`config.mk`:
```
export PLATFORM = sky130hd
export DESIGN_NAME = eapol_key_frame_classifier_top
export DESIGN_NICKNAME = d
export VERILOG_FILES = /design/src/eakc_pkg.sv /design/src/eakc_tracker.sv /design/src/eakc_msg_decode.sv /design/src/eapol_key_frame_classifier_top.sv
export VERILOG_INCLUDE_DIRS = /design/src /design/src/src
export SDC_FILE = /design/constraint.sdc
export NUM_CORES = 1
export LEC_CHECK = 0
export BUFFER_PORTS_ARGS = -buffer_cell sky130_fd_sc_hd__buf_2
export CAP_MARGIN = 25
export CORE_MARGIN = 2
export CORE_UTILIZATION = 34
export DETAILED_ROUTE_END_ITERATION = 16
export MAX_ROUTING_LAYER = met4
export SYNTH_ARGS = -nofsm -noshare
export SYNTH_HDL_FRONTEND = slang
export SYNTH_SLANG_ARGS = --single-unit
```
`constraint.sdc`:
```
create_clock -name i_clk -period 5.7 [get_ports i_clk]
set_clock_uncertainty 0.2 [all_clocks]
set_input_delay 0.285 -clock i_clk [delete_from_list [all_inputs] [get_ports i_clk]]
set_output_delay 0.285 -clock i_clk [all_outputs]
set_load 0.1 [all_outputs]
```
`src/eapol_key_frame_classifier_top_macros.svh`:
```
// Assertion macros shared by the classifier modules.
// Each macro expects i_clk and i_rst_n in the scope where it is used.
`ifndef EAPOL_KEY_FRAME_CLASSIFIER_TOP_MACROS_SVH
`define EAPOL_KEY_FRAME_CLASSIFIER_TOP_MACROS_SVH

// Same-cycle implication, checked outside reset.
`define EAKC_ASSERT_NOW(label, ante, cons, msg) \
    label: assert property (@(posedge i_clk) disable iff (!i_rst_n) (ante) |-> (cons)) \
        else $error(msg);

// Next-cycle implication, checked outside reset.
`define EAKC_ASSERT_NEXT(label, ante, cons, msg) \
    label: assert property (@(posedge i_clk) disable iff (!i_rst_n) (ante) |=> (cons)) \
        else $error(msg);

`endif

```
`src/eakc_pkg.sv`:
```
// Shared constants, types and the SNAP header table for the EAPOL-Key classifier.
// No dependencies.
package eakc_pkg;

    // Frame position counter saturates here.
    localparam int MAX_FRAME = 4095;
    localparam int POS_W     = $clog2(MAX_FRAME + 1);
    localparam int OFS_W     = 6;

    // Header layout.
    localparam int HDR_BASE      = 24;
    localparam int HDR_ADDR4_ADD = 6;
    localparam int HDR_QOS_ADD   = 2;
    localparam int RX_FIRST      = 4;
    localparam int TX_FIRST      = 10;
    localparam int ADDR_END      = 16;

    // LLC/SNAP and EAPOL layout, relative to the end of the MAC header.
    localparam int SNAP_LEN        = 8;
    localparam int EAPOL_TYPE_OFS  = 9;
    localparam int KEY_INFO_HI_OFS = 13;
    localparam int KEY_INFO_LO_OFS = 14;
    localparam int EAPOL_MIN_LEN   = 99;
    localparam int EAPOL_KEY_TYPE  = 3;

    typedef enum logic [2:0] {
        MSG_NONE = 3'd0,
        MSG_1    = 3'd1,
        MSG_2    = 3'd2,
        MSG_3    = 3'd3,
        MSG_4    = 3'd4
    } t_msg;

    // Per-frame summary handed from the tracker to the decoder.
    typedef struct packed {
        logic        is_data;
        logic        snap_ok;
        logic        len_ok;
        logic [7:0]  eapol_kind;
        logic [15:0] key_info;
        logic [47:0] rx_addr;
        logic [47:0] tx_addr;
    } t_frame_sum;

    // Expected LLC/SNAP EAPOL header bytes.
    function automatic logic [7:0] snap_byte(input logic [2:0] idx);
        logic [7:0] b;
        case (idx)
            3'd0:    b = 8'hAA;
            3'd1:    b = 8'hAA;
            3'd2:    b = 8'h03;
            3'd3:    b = 8'h00;
            3'd4:    b = 8'h00;
            3'd5:    b = 8'h00;
            3'd6:    b = 8'h88;
            3'd7:    b = 8'h8E;
            default: b = 8'h00;
        endcase
        return b;
    endfunction

endpackage

```
`src/eakc_tracker.sv`:
```
// Per-frame byte tracker: position counter, header fields and EAPOL checks.
// Depends on eakc_pkg and the assertion macro header.
`include "eapol_key_frame_classifier_top_macros.svh"

module eakc_tracker
    import eakc_pkg::*;
(
    input  logic        i_clk,
    input  logic        i_rst_n,
    input  logic        i_adv,
    input  logic [7:0]  i_byte,
    input  logic        i_last,
    input  logic        i_is_data,
    output t_frame_sum  o_sum
);

    localparam int REL_W = POS_W + 1;

    logic [POS_W-1:0] r_byte_position, n_byte_position;
    logic [7:0]       r_control_first, n_control_first;
    logic [47:0]      r_receiver_addr, n_receiver_addr;
    logic [47:0]      r_transmitter_addr, n_transmitter_addr;
    logic [OFS_W-1:0] r_header_offset, n_header_offset;
    logic             r_snap_match, n_snap_match;
    logic [7:0]       r_eapol_kind, n_eapol_kind;
    logic [15:0]      r_key_information, n_key_information;

    logic [OFS_W-1:0] w_off;
    logic [REL_W-1:0] w_pos_ext;
    logic [REL_W-1:0] w_off_ext;
    logic [REL_W-1:0] w_rel;
    logic             w_past_hdr;

    // The header length is settled on the second frame control byte.
    always_comb begin
        w_off = r_header_offset;
        if (r_byte_position == POS_W'(1)) begin
            w_off = OFS_W'(HDR_BASE)
                  + ((i_byte[1:0] == 2'b11) ? OFS_W'(HDR_ADDR4_ADD) : OFS_W'(0))
                  + ((r_control_first[7] && r_control_first[3]) ? OFS_W'(HDR_QOS_ADD)
                                                                 : OFS_W'(0));
        end
    end

    assign w_pos_ext  = {1'b0, r_byte_position};
    assign w_off_ext  = REL_W'(w_off);
    assign w_past_hdr = (w_pos_ext >= w_off_ext);
    assign w_rel      = w_pos_ext - w_off_ext;

    // Field capture and header checks for the current beat.
    always_comb begin
        n_control_first    = r_control_first;
        n_receiver_addr    = r_receiver_addr;
        n_transmitter_addr = r_transmitter_addr;
        n_header_offset    = r_header_offset;
        n_snap_match       = r_snap_match;
        n_eapol_kind       = r_eapol_kind;
        n_key_information  = r_key_information;
        n_byte_position    = r_byte_position;

        if (r_byte_position == '0) begin
            n_control_first = i_byte;
        end
        if (r_byte_position == POS_W'(1)) begin
            n_header_offset = w_off;
        end
        if (r_byte_position >= POS_W'(RX_FIRST) && r_byte_position < POS_W'(TX_FIRST)) begin
            n_receiver_addr = {r_receiver_addr[39:0], i_byte};
        end
        if (r_byte_position >= POS_W'(TX_FIRST) && r_byte_position < POS_W'(ADDR_END)) begin
            n_transmitter_addr = {r_transmitter_addr[39:0], i_byte};
        end
        if (w_past_hdr && w_rel < REL_W'(SNAP_LEN) && i_byte != snap_byte(w_rel[2:0])) begin
            n_snap_match = 1'b0;
        end
        if (w_past_hdr && w_rel == REL_W'(EAPOL_TYPE_OFS)) begin
            n_eapol_kind = i_byte;
        end
        if (w_past_hdr && w_rel == REL_W'(KEY_INFO_HI_OFS)) begin
            n_key_information = {i_byte, r_key_information[7:0]};
        end
        if (w_past_hdr && w_rel == REL_W'(KEY_INFO_LO_OFS)) begin
            n_key_information = {r_key_information[15:8], i_byte};
        end
        if (r_byte_position < POS_W'(MAX_FRAME)) begin
            n_byte_position = r_byte_position + POS_W'(1);
        end
    end

    // Summary of the frame as it stands after this beat.
    always_comb begin
        o_sum.is_data    = i_is_data;
        o_sum.snap_ok    = n_snap_match;
        o_sum.len_ok     = (w_pos_ext + REL_W'(1)) >= (w_off_ext + REL_W'(SNAP_LEN + EAPOL_MIN_LEN));
        o_sum.eapol_kind = n_eapol_kind;
        o_sum.key_info   = n_key_information;
        o_sum.rx_addr    = n_receiver_addr;
        o_sum.tx_addr    = n_transmitter_addr;
    end

    // State update; everything returns to its reset value after the last beat.
    always_ff @(posedge i_clk) begin
        if (!i_rst_n || (i_adv && i_last)) begin
            r_byte_position    <= '0;
            r_control_first    <= '0;
            r_receiver_addr    <= '0;
            r_transmitter_addr <= '0;
            r_header_offset    <= OFS_W'(HDR_BASE);
            r_snap_match       <= 1'b1;
            r_eapol_kind       <= '0;
            r_key_information  <= '0;
        end else if (i_adv) begin
            r_byte_position    <= n_byte_position;
            r_control_first    <= n_control_first;
            r_receiver_addr    <= n_receiver_addr;
            r_transmitter_addr <= n_transmitter_addr;
            r_header_offset    <= n_header_offset;
            r_snap_match       <= n_snap_match;
            r_eapol_kind       <= n_eapol_kind;
            r_key_information  <= n_key_information;
        end
    end

    `EAKC_ASSERT_NEXT(a_pos_clears, (i_adv && i_last), (r_byte_position == '0),
        "Position did not return to zero after the last beat.")
    `EAKC_ASSERT_NOW(a_hdr_len, 1'b1,
        (r_header_offset == OFS_W'(24) || r_header_offset == OFS_W'(26) ||
         r_header_offset == OFS_W'(30) || r_header_offset == OFS_W'(32)),
        "Header length took an impossible value.")
    `EAKC_ASSERT_NEXT(a_pos_step,
        (i_adv && !i_last && r_byte_position < POS_W'(MAX_FRAME)),
        (r_byte_position == $past(r_byte_position) + POS_W'(1)),
        "Position did not advance on a non-final beat.")

endmodule

```
`src/eakc_msg_decode.sv`:
```
// Key-information decoder: handshake message number and address roles.
// Depends on eakc_pkg.
module eakc_msg_decode
    import eakc_pkg::*;
(
    input  t_frame_sum  i_sum,
    output t_msg        o_msg,
    output logic [47:0] o_ap_addr,
    output logic [47:0] o_sta_addr
);

    logic w_install;
    logic w_ack;
    logic w_mic;
    logic w_secure;
    logic w_eligible;

    assign w_install  = i_sum.key_info[6];
    assign w_ack      = i_sum.key_info[7];
    assign w_mic      = i_sum.key_info[8];
    assign w_secure   = i_sum.key_info[9];
    assign w_eligible = i_sum.is_data && i_sum.snap_ok && i_sum.len_ok
                     && (i_sum.eapol_kind == 8'(EAPOL_KEY_TYPE));

    // Message number from the ack, mic, install and secure flags, in priority order.
    always_comb begin
        o_msg = MSG_NONE;
        if (w_eligible) begin
            if (w_ack && !w_mic) begin
                o_msg = MSG_1;
            end else if (!w_ack && w_mic && !w_install) begin
                o_msg = MSG_2;
            end else if (w_ack && w_mic && w_install) begin
                o_msg = MSG_3;
            end else if (!w_ack && w_mic && w_secure) begin
                o_msg = MSG_4;
            end
        end
    end

    // The access point sends messages 1 and 3; the station sends 2 and 4.
    always_comb begin
        case (o_msg)
            MSG_1, MSG_3: begin
                o_ap_addr  = i_sum.tx_addr;
                o_sta_addr = i_sum.rx_addr;
            end
            MSG_2, MSG_4: begin
                o_ap_addr  = i_sum.rx_addr;
                o_sta_addr = i_sum.tx_addr;
            end
            default: begin
                o_ap_addr  = '0;
                o_sta_addr = '0;
            end
        endcase
    end

endmodule

```
`src/eapol_key_frame_classifier_top.sv`:
```
// Top level of the EAPOL-Key handshake message classifier.
// Depends on eakc_pkg, eakc_tracker, eakc_msg_decode and the macro header.
//
// Usage:
//   Input channel (i_valid/o_ready) carries one frame byte per beat, starting with
//   frame control, with i_last_byte marking the final byte and i_is_data_packet
//   giving the radio's data classification (sampled on the final byte).
//   Output channel (o_valid/i_ready) carries one result per frame: the handshake
//   message number (0 when the frame is not an EAPOL-Key handshake frame) and the
//   access point and station addresses (both zero for message 0).
// Timing:
//   A byte is registered on acceptance and processed from that register; o_valid rises
//   when the final byte moves on into the result register. One byte is accepted per
//   cycle while no final byte waits for a full output; the rate is set by the single
//   input register feeding the tracker, which updates its state once per beat.
// Stalls and reset:
//   When i_ready is low, the result stays in the output register; non-final bytes
//   still flow, and only a final byte waits until the output register is free.
//   A synchronous reset (i_rst_n low) drops both registers and returns the frame
//   state to the start of a frame.
`include "eapol_key_frame_classifier_top_macros.svh"

module eapol_key_frame_classifier_top
    import eakc_pkg::*;
(
    input  logic        i_clk,
    input  logic        i_rst_n,
    input  logic        i_valid,
    output logic        o_ready,
    input  logic [7:0]  i_frame_byte,
    input  logic        i_last_byte,
    input  logic        i_is_data_packet,
    output logic        o_valid,
    input  logic        i_ready,
    output logic [2:0]  o_handshake_message,
    output logic [47:0] o_ap_address,
    output logic [47:0] o_station_address
);

    logic        r_in_valid;
    logic [7:0]  r_in_byte;
    logic        r_in_last;
    logic        r_in_data;

    logic        r_out_valid;
    logic [2:0]  r_out_msg;
    logic [47:0] r_out_ap;
    logic [47:0] r_out_sta;

    logic        w_out_free;
    logic        w_adv;
    t_frame_sum  w_sum;
    t_msg        w_msg;
    logic [47:0] w_ap;
    logic [47:0] w_sta;

    // A registered beat moves on unless it is a final byte facing a full output.
    assign w_out_free = !r_out_valid || i_ready;
    assign w_adv      = r_in_valid && (!r_in_last || w_out_free);
    assign o_ready    = !r_in_valid || w_adv;

    // Input register.
    always_ff @(posedge i_clk) begin
        if (!i_rst_n) begin
            r_in_valid <= 1'b0;
        end else if (o_ready) begin
            r_in_valid <= i_valid;
        end
    end

    always_ff @(posedge i_clk) begin
        if (i_valid && o_ready) begin
            r_in_byte <= i_frame_byte;
            r_in_last <= i_last_byte;
            r_in_data <= i_is_data_packet;
        end
    end

    eakc_tracker u_tracker (
        .i_clk     (i_clk),
        .i_rst_n   (i_rst_n),
        .i_adv     (w_adv),
        .i_byte    (r_in_byte),
        .i_last    (r_in_last),
        .i_is_data (r_in_data),
        .o_sum     (w_sum)
    );

    eakc_msg_decode u_decode (
        .i_sum      (w_sum),
        .o_msg      (w_msg),
        .o_ap_addr  (w_ap),
        .o_sta_addr (w_sta)
    );

    // Result register.
    always_ff @(posedge i_clk) begin
        if (!i_rst_n) begin
            r_out_valid <= 1'b0;
        end else if (w_adv && r_in_last) begin
            r_out_valid <= 1'b1;
        end else if (i_ready) begin
            r_out_valid <= 1'b0;
        end
    end

    always_ff @(posedge i_clk) begin
        if (w_adv && r_in_last) begin
            r_out_msg <= w_msg;
            r_out_ap  <= w_ap;
            r_out_sta <= w_sta;
        end
    end

    assign o_valid             = r_out_valid;
    assign o_handshake_message = r_out_msg;
    assign o_ap_address        = r_out_ap;
    assign o_station_address   = r_out_sta;

    `EAKC_ASSERT_NOW(a_no_msg_no_addr, (r_out_valid && r_out_msg == MSG_NONE),
        (r_out_ap == '0 && r_out_sta == '0),
        "Addresses given for a frame that is not a handshake frame.")
    `EAKC_ASSERT_NEXT(a_last_gives_result, (w_adv && r_in_last), r_out_valid,
        "Final byte advanced without a result.")
    `EAKC_ASSERT_NOW(a_final_waits, (r_in_valid && r_in_last && !w_out_free), !o_ready,
        "Input taken while a final byte waits for the output register.")

endmodule

```
==> impl_metrics.py, run 1 <==
metrics = {
    "status": {
        "status": "finished clean",
    },
    "global_routing": {
        "gr-usage-all-layers_pct": 18.4,
        "grt-ovfl-total": 0,
        "grt_pass1_wl_um": 53800,
        "antenna_found_initial": 0,
        "grt_pass1_vias": 9305,
        "grt_start_max_net_pins": 108,
    },
    "pwr": {
        "power_switching_mw": 1.12,
        "cellPowerDensity_nw_per_um2": 278,
        "power.leakage_nw": 4.90,
        "pwr-share-clk_pct": 39.9,
        "seqPwrFrac_pct": 47.8,
        "p_int_mw": 2.84,
        "power_frac_comb_pct": 12.2,
        "ir_drop_uv": 205,
        "switching_share_pct": 28.3,
    },
    "setup_path": {
        "cp-endpoint": "o_station_address[14]$_DFFE_PP_",
        "rr_endpoint": "o_station_address[14]$_DFFE_PP_",
        "start_kind": "flip-flop",
        "r2r_cells": 17,
        "cp_slowest_cell": "or3b_2",
        "endpoint_kind": "flip-flop",
        "crit_path_max_incr_delay_ns": 0.51,
        "r2r_start": "u_tracker.r_byte_position[0]$_SDFFE_PP0P_",
        "startpoint": "u_tracker.r_byte_position[0]$_SDFFE_PP0P_",
        "crit_type": "reg2reg",
        "worstPathArrival_ns": 5.50,
        "rrSetupSlack_ns": 0.28,
        "required_ns": 5.78,
        "crit_chain": "ha_1 > or3b_2 > nor3_4 > nand2_1 > o21ai_0 > ha_1 > a21o_1 > a2111o_1 > o31a_1 > nor3_1 > mux2_4 > nand4b_4 > nor3_4 > mux2_2 > buf_4 > o21ai_0 > o32ai_2",
        "crit_path_max_fanout": 28,
    },
    "clocking": {
        "clk_pin_slew_ns": 0.06,
        "clock-root-buffer": "clkbuf_16",
        "cts_htree_levels": 1,
        "max-clock-path-buffers": 3,
        "clock_sinks": 240,
        "clk_latency_ns": 0.54,
        "cts_buffers": 26,
        "cts_tree": "built",
    },
    "route": {
        "wl_per_cell_um": 19.3,
        "dr_total_vias": 9768,
        "first_iter_violations": 687,
        "drc": 0,
        "postRouteAntennaNets": 0,
        "routed_via_density": 5.54,
        "firstDrtPassIters": 5,
        "routed_wirelength_um": 34100,
    },
    "min_path": {
        "hp-class": "in2reg",
    },
    "synthesis": {
        "synth_area_um2": 12200,
        "synth_cell_type_count": 71,
        "ys.flop_type": "dfxtp_1",
        "synth-seq-cells": 240,
        "yosysSeqAreaShare_pct": 48.4,
        "ys_warn_count": 0,
        "synth_edf_count": 109,
        "syn_nets": 1218,
        "netlist_instances": 1185,
        "synth.avg_cell_area_um2": 10.3,
        "async_reset_ff_share_pct": 0,
    },
    "place": {
        "pre_cts_slack_ns": 0.0553,
        "port_buffers": 114,
        "dp_hpwl_um": 22300,
        "place_area_um2": 13200,
        "place.gp.congestion": 0.906,
    },
    "floorplan": {
        "die_w_um": 193,
        "io_pins": 115,
        "die_y_um": 193,
        "coreArea_um2": 35400,
        "initial_core_util_pct": 34.4,
        "row_count": 69,
        "fp.dieArea_um2": 37400,
    },
    "sta": {
        "finalSetupTns_ns": 0,
        "final_max_slew_viol_count": 0,
        "fin_ws_ns": 0.280,
        "whs_ns": 0.254,
        "setup_violations": 0,
        "fin_crit_ns": 5.42,
        "relSlewSlack_pct": 31.8,
        "tightest_slew_ns": 1.02,
        "fmax_ghz": 0.185,
        "rsz0062_at_grt": "false",
        "hold_violations": 0,
        "timing.final.crit_share_pct": 95.1,
    },
    "layout": {
        "fin_area_um2": 14300,
        "utilization_pct": 40.3,
        "fin_nets": 1315,
        "multiInputGateArea_um2": 5810,
        "area_growth_pct": 16.9,
        "n_antenna_cell": 0,
        "drive_gt1_share_pct": 23.0,
        "fill_cells": 3423,
        "regArea_um2": 5900,
    },
    "flow_run": {
        "maxCapViolCount": 0,
    },
}
-- cells in the mapped netlist (15+ instances only) --
master	number	share of area (%)
clkbuf_1	61	1.9
mux2i_1	62	5.1
o32ai_2	29	3.9
nand3_1	15	0.62
edfxtp_1	109	27
mux2_2	50	4.6
nor2_1	98	3.0
nand2_1	182	5.6
dfxtp_1	131	22
a211oi_1	53	3.3
o21ai_0	63	2.6
ha_1	19	2.0
buf_2	19	0.78
a21oi_1	63	2.6
o32ai_1	67	4.8
-- through the flow --
step           total power [mW]  std cells
4_1_cts                    3.98       1761
6_report                   3.96       1763
2_1_floorplan              2.29       1185
3_3_place_gp               2.39       1699
3_5_place_dp               2.40       1699
5_1_grt                    4.09       1763
-- worst min path at each step --
stage / startpoint / end / slack, ns / depth (start not counted)
after CTS: i_frame_byte[6] / r_in_byte[6]$_DFFE_PP_ / 0.24 / 2
after floorplan: i_frame_byte[0] / r_in_byte[0]$_DFFE_PP_ / 0.18 / 0
after detailed placement: u_tracker.r_transmitter_addr[44]$_SDFFE_PP0P_ / u_tracker.r_transmitter_addr[44]$_SDFFE_PP0P_ / 0.24 / 2
after global placement: u_tracker.r_receiver_addr[47]$_SDFFE_PP0P_ / u_tracker.r_receiver_addr[47]$_SDFFE_PP0P_ / 0.24 / 2
final: i_frame_byte[2] / r_in_byte[2]$_DFFE_PP_ / 0.25 / 2
after global routing: i_frame_byte[2] / r_in_byte[2]$_DFFE_PP_ / 0.26 / 2
-- logic make-up after synthesis --
logic type,share of synthesized area [%]
and+or+nand+nor,13.5
AOI/OAI and AO/OA,19.8
adders and majority gates,1.95
buffers and inverters,4.63
muxes,10.1
DFF,48.4
xor gates and xnor gates,1.70
-- power by group through the flow --
| stage | clock network (mW) | logic [mW] | registers (mW) |
|---|---|---|---|
| finish | 1.58 | 0.484 | 1.89 |
| detailed placement | 0 | 0.469 | 1.93 |
| global route | 1.68 | 0.512 | 1.90 |
| CTS | 1.61 | 0.477 | 1.89 |
| global placement | 0 | 0.466 | 1.93 |
| floorplan | 0 | 0.180 | 2.11 |
-- what timing repair did --
action	CTS	global route
endpoints found under the setup margin	0	99
hold buffers	14	0
setup buffers	0	1
hold endpoints to repair	13	0
gates resized for setup	0	9
-- critical path: cells and delay by family, from the launching register on --
family / cells / cell delay [ns]
AND/OR/NAND/NOR: 6 / 1.52
AO/OA/AOI/OAI: 6 / 1.58
multiplexers: 2 / 0.62
adder cells (fa/ha/maj): 2 / 0.54
buffers and inverters: 1 / 0.26
flip-flops: 1 / 0.44
-- cell usage in the layout, fill, tap and decap left out, drive strengths merged, types with 8 or more instances in the layout --
| cell type | instances |
|---|---|
| nand2 | 182 |
| buf | 157 |
| dfxtp | 131 |
| edfxtp | 109 |
| nor2 | 99 |
| o32ai | 96 |
| o21ai | 66 |
| a21oi | 63 |
| mux2i | 63 |
| a211oi | 53 |
| mux2 | 52 |
| clkbuf | 31 |
| ha | 19 |
| nand3 | 15 |
| inv | 15 |
| dlygate4sd3 | 14 |
| clkinv | 14 |
| xnor2 | 13 |
| nor3 | 10 |
| xor2 | 9 |
| or3 | 8 |
-- layout make-up --
cell class              instances  share of cell area, %
flip-flops and latches        240                   41.4
clock buffers                  31                   4.70
clock inverters                17                  0.825
well taps                     461                   4.05
repair buffers                171                   7.94
inverters                      15                  0.395
multi-input cells             828                   40.7
-- layer usage --
metal,global-route usage (%),wire (um),part of all wire (%),vias to the layer above
li1,-,-,-,4613
met1,24.9,15600,46,4785
met2,29.4,15800,46,326
met3,2.39,2090,6.1,44
met4,4.04,605,1.8,0
met5,-,0,0,-
-- flip-flops by register name, indices dropped and copies added (netlist names) --
register	flops
u_tracker.r_snap_match	1
u_tracker.r_receiver_addr	48
o_station_address	48
r_in_valid	1
u_tracker.r_control_first	2
u_tracker.r_byte_position	12
o_ap_address	48
o_valid	1
r_in_byte	8
u_tracker.r_transmitter_addr	48
u_tracker.r_header_offset	6
r_in_last	1
r_in_data	1
u_tracker.r_eapol_kind	8
u_tracker.r_key_information	4
o_handshake_message	3
Note: power is estimated with default switching activity, not from simulation.
==> inputs of run 2 (changes only) <==
- BUFFER_PORTS_ARGS: -buffer_cell sky130_fd_sc_hd__buf_2 -> default
- DONT_BUFFER_PORTS: default -> 1
- clock period: 5.7 -> 6.1 ns (I/O delays scaled with it)
==> impl_metrics.py, run 2 (synthesis results as in run 1) <==
metrics = {
    "setup_path": {
        "cpMostUsedCell": "ha_1",
        "required_ns": 6.21,
        "worstPathArrival_ns": 5.79,
        "start_kind": "flip-flop",
        "crit_type": "reg2reg",
        "r2r_cells": 20,
        "crit_chain": "and2_1 > ha_1 > and4_1 > o21a_1 > nor2_1 > ha_1 > a41oi_1 > nand2_1 > xnor2_2 > inv_2 > ha_1 > nor2_1 > a21oi_1 > nor4_1 > o2111a_1 > a211o_1 > o2111a_1 > o21ai_4 > buf_12 > o32ai_1",
        "r2r_start": "r_in_byte[1]$_DFFE_PP_",
        "cp-endpoint": "o_ap_address[37]$_DFFE_PP_",
        "rrSetupSlack_ns": 0.43,
        "crit_family": "compound AO/OA/AOI/OAI gates",
        "rr_endpoint": "o_ap_address[37]$_DFFE_PP_",
        "crit_buf_inv": 2,
        "crit_path_max_incr_delay_ns": 0.59,
        "endpoint_kind": "flip-flop",
        "cp_slowest_cell": "edfxtp_1",
        "crit_path_max_fanout": 37,
        "startpoint": "r_in_byte[1]$_DFFE_PP_",
        "cp.depth": 20,
    },
    "layout": {
        "final_cell_mix": "nand2_1, dfxtp_1, edfxtp_1, nor2_1, o32ai_1",
        "fin_nets": 1185,
        "n_antenna_cell": 0,
        "final_common_cell": "nand2_1",
        "drive_gt1_share_pct": 15.2,
        "utilization_pct": 38.4,
        "area_growth_pct": 11.5,
    },
    "pwr": {
        "power.leakage_nw": 4.52,
        "ir_drop_uv": 233,
        "seqPwrFrac_pct": 52.4,
        "power_switching_mw": 1.04,
        "power_frac_comb_pct": 6.2,
        "totalPowerFinal_mw": 3.73,
        "switching_share_pct": 27.8,
        "cellPowerDensity_nw_per_um2": 274,
        "p_int_mw": 2.69,
        "pwr-share-clk_pct": 41.4,
    },
    "route": {
        "firstDrtPassIters": 5,
        "postRouteAntennaNets": 0,
        "routed_wirelength_um": 32400,
        "drc": 0,
        "first_iter_violations": 720,
        "wl_per_cell_um": 19.9,
        "dr_total_vias": 9160,
        "routed_via_density": 5.61,
    },
    "floorplan": {
        "fp.dieArea_um2": 37400,
        "initial_core_util_pct": 34.4,
        "row_count": 69,
        "die_y_um": 193,
        "coreArea_um2": 35400,
        "io_pins": 115,
        "die_w_um": 193,
    },
    "global_routing": {
        "grt_pass1_vias": 8519,
        "gr-usage-all-layers_pct": 17.5,
        "grt-ovfl-total": 0,
        "antenna_found_initial": 1,
        "grt_start_max_net_pins": 61,
        "grt_pass1_wl_um": 51200,
    },
    "sta": {
        "tightest_slew_ns": 1.05,
        "hold_violations": 0,
        "timing.final.crit_share_pct": 93.0,
        "fin_ws_ns": 0.426,
        "rsz0062_at_grt": "false",
        "relSlewSlack_pct": 30.1,
        "finalSetupTns_ns": 0,
        "fin_crit_ns": 5.67,
        "final_max_slew_viol_count": 0,
        "setup_violations": 0,
        "fmax_ghz": 0.176,
    },
    "place": {
        "port_buffers": 0,
        "place.gp.congestion": 0.855,
        "dp_hpwl_um": 21500,
        "pre_cts_slack_ns": 0.341,
    },
    "clocking": {
        "clock-root-buffer": "clkbuf_16",
        "clock_sinks": 240,
        "clk_pin_slew_ns": 0.06,
        "cts_tree": "built",
        "cts_buffers": 25,
        "clk_latency_ns": 0.55,
        "cts_htree_levels": 1,
        "max-clock-path-buffers": 3,
    },
    "min_path": {
        "hold_path_depth": 2,
        "hp-class": "in2reg",
    },
    "status": {
        "status": "finished clean",
    },
    "flow_run": {
        "maxCapViolCount": 0,
    },
}
run 2: what timing repair did:
item                       in CTS  in global routing
resized for setup               0                  2
hold buffers                   13                  0
setup endpoints to repair       0                 97
setup buffers                   0                  0
hold endpoints to repair       26                  0
run 2: through the flow:
stage	std cells	instance area [um2]	hold slack, ns
2_1_floorplan	1185	12200	0.204
3_3_place_gp	1572	12600	0.204
3_5_place_dp	1573	12600	0.204
4_1_cts	1632	13600	0.161
5_1_grt	1632	13600	0.176
6_report	1632	13600	0.177
run 2: per-layer routing:
metal	vias to the layer above	track usage [%]	part of all wire, %
met1	4426	23.9	45
met3	59	3.12	6.4
met2	301	26.7	46
li1	4374	-	-
met5	-	-	0
met4	0	4.92	2.6
run 2: worst register-to-register path, delay by kind of cell (launching register included):
| kind | cells | cell delay, ns |
|---|---|---|
| DFF | 1 | 0.59 |
| xor gates and xnor gates | 1 | 0.28 |
| adders and majority gates | 3 | 0.92 |
| AOI/OAI and AO/OA | 8 | 1.82 |
| and+or+nand+nor | 6 | 1.31 |
| buffers and inverters | 2 | 0.32 |
run 2: final cells by class:
class / instances / area, um2
clock buffer: 35 / 734
clock inverter: 11 / 97.6
fill: 3459 / 21800
inverter: 15 / 56.3
multi-input combinational: 828 / 5780
sequential: 240 / 5900
tap: 461 / 577
timing repair buffer: 42 / 443
run 2: power groups by stage:
| stage | Combinational, mW | Clock [mW] | Sequential, mW |
|---|---|---|---|
| floorplan | 0.169 | 0 | 1.97 |
| global placement | 0.218 | 0 | 1.99 |
| detailed placement | 0.223 | 0 | 1.99 |
| CTS | 0.230 | 1.58 | 1.96 |
| global route | 0.258 | 1.64 | 1.96 |
| finish | 0.231 | 1.54 | 1.96 |
run 2: worst min-delay path by stage:
stage | startpoint | endpoint | slack, ns
detailed placement | i_frame_byte[7] | r_in_byte[7]$_DFFE_PP_ | 0.20
global route | i_frame_byte[3] | r_in_byte[3]$_DFFE_PP_ | 0.18
CTS | i_rst_n | u_tracker.r_header_offset[2]$_SDFFE_PP0P_ | 0.16
floorplan | i_frame_byte[0] | r_in_byte[0]$_DFFE_PP_ | 0.20
global placement | i_frame_byte[3] | r_in_byte[3]$_DFFE_PP_ | 0.20
finish | i_rst_n | u_tracker.r_header_offset[2]$_SDFFE_PP0P_ | 0.18
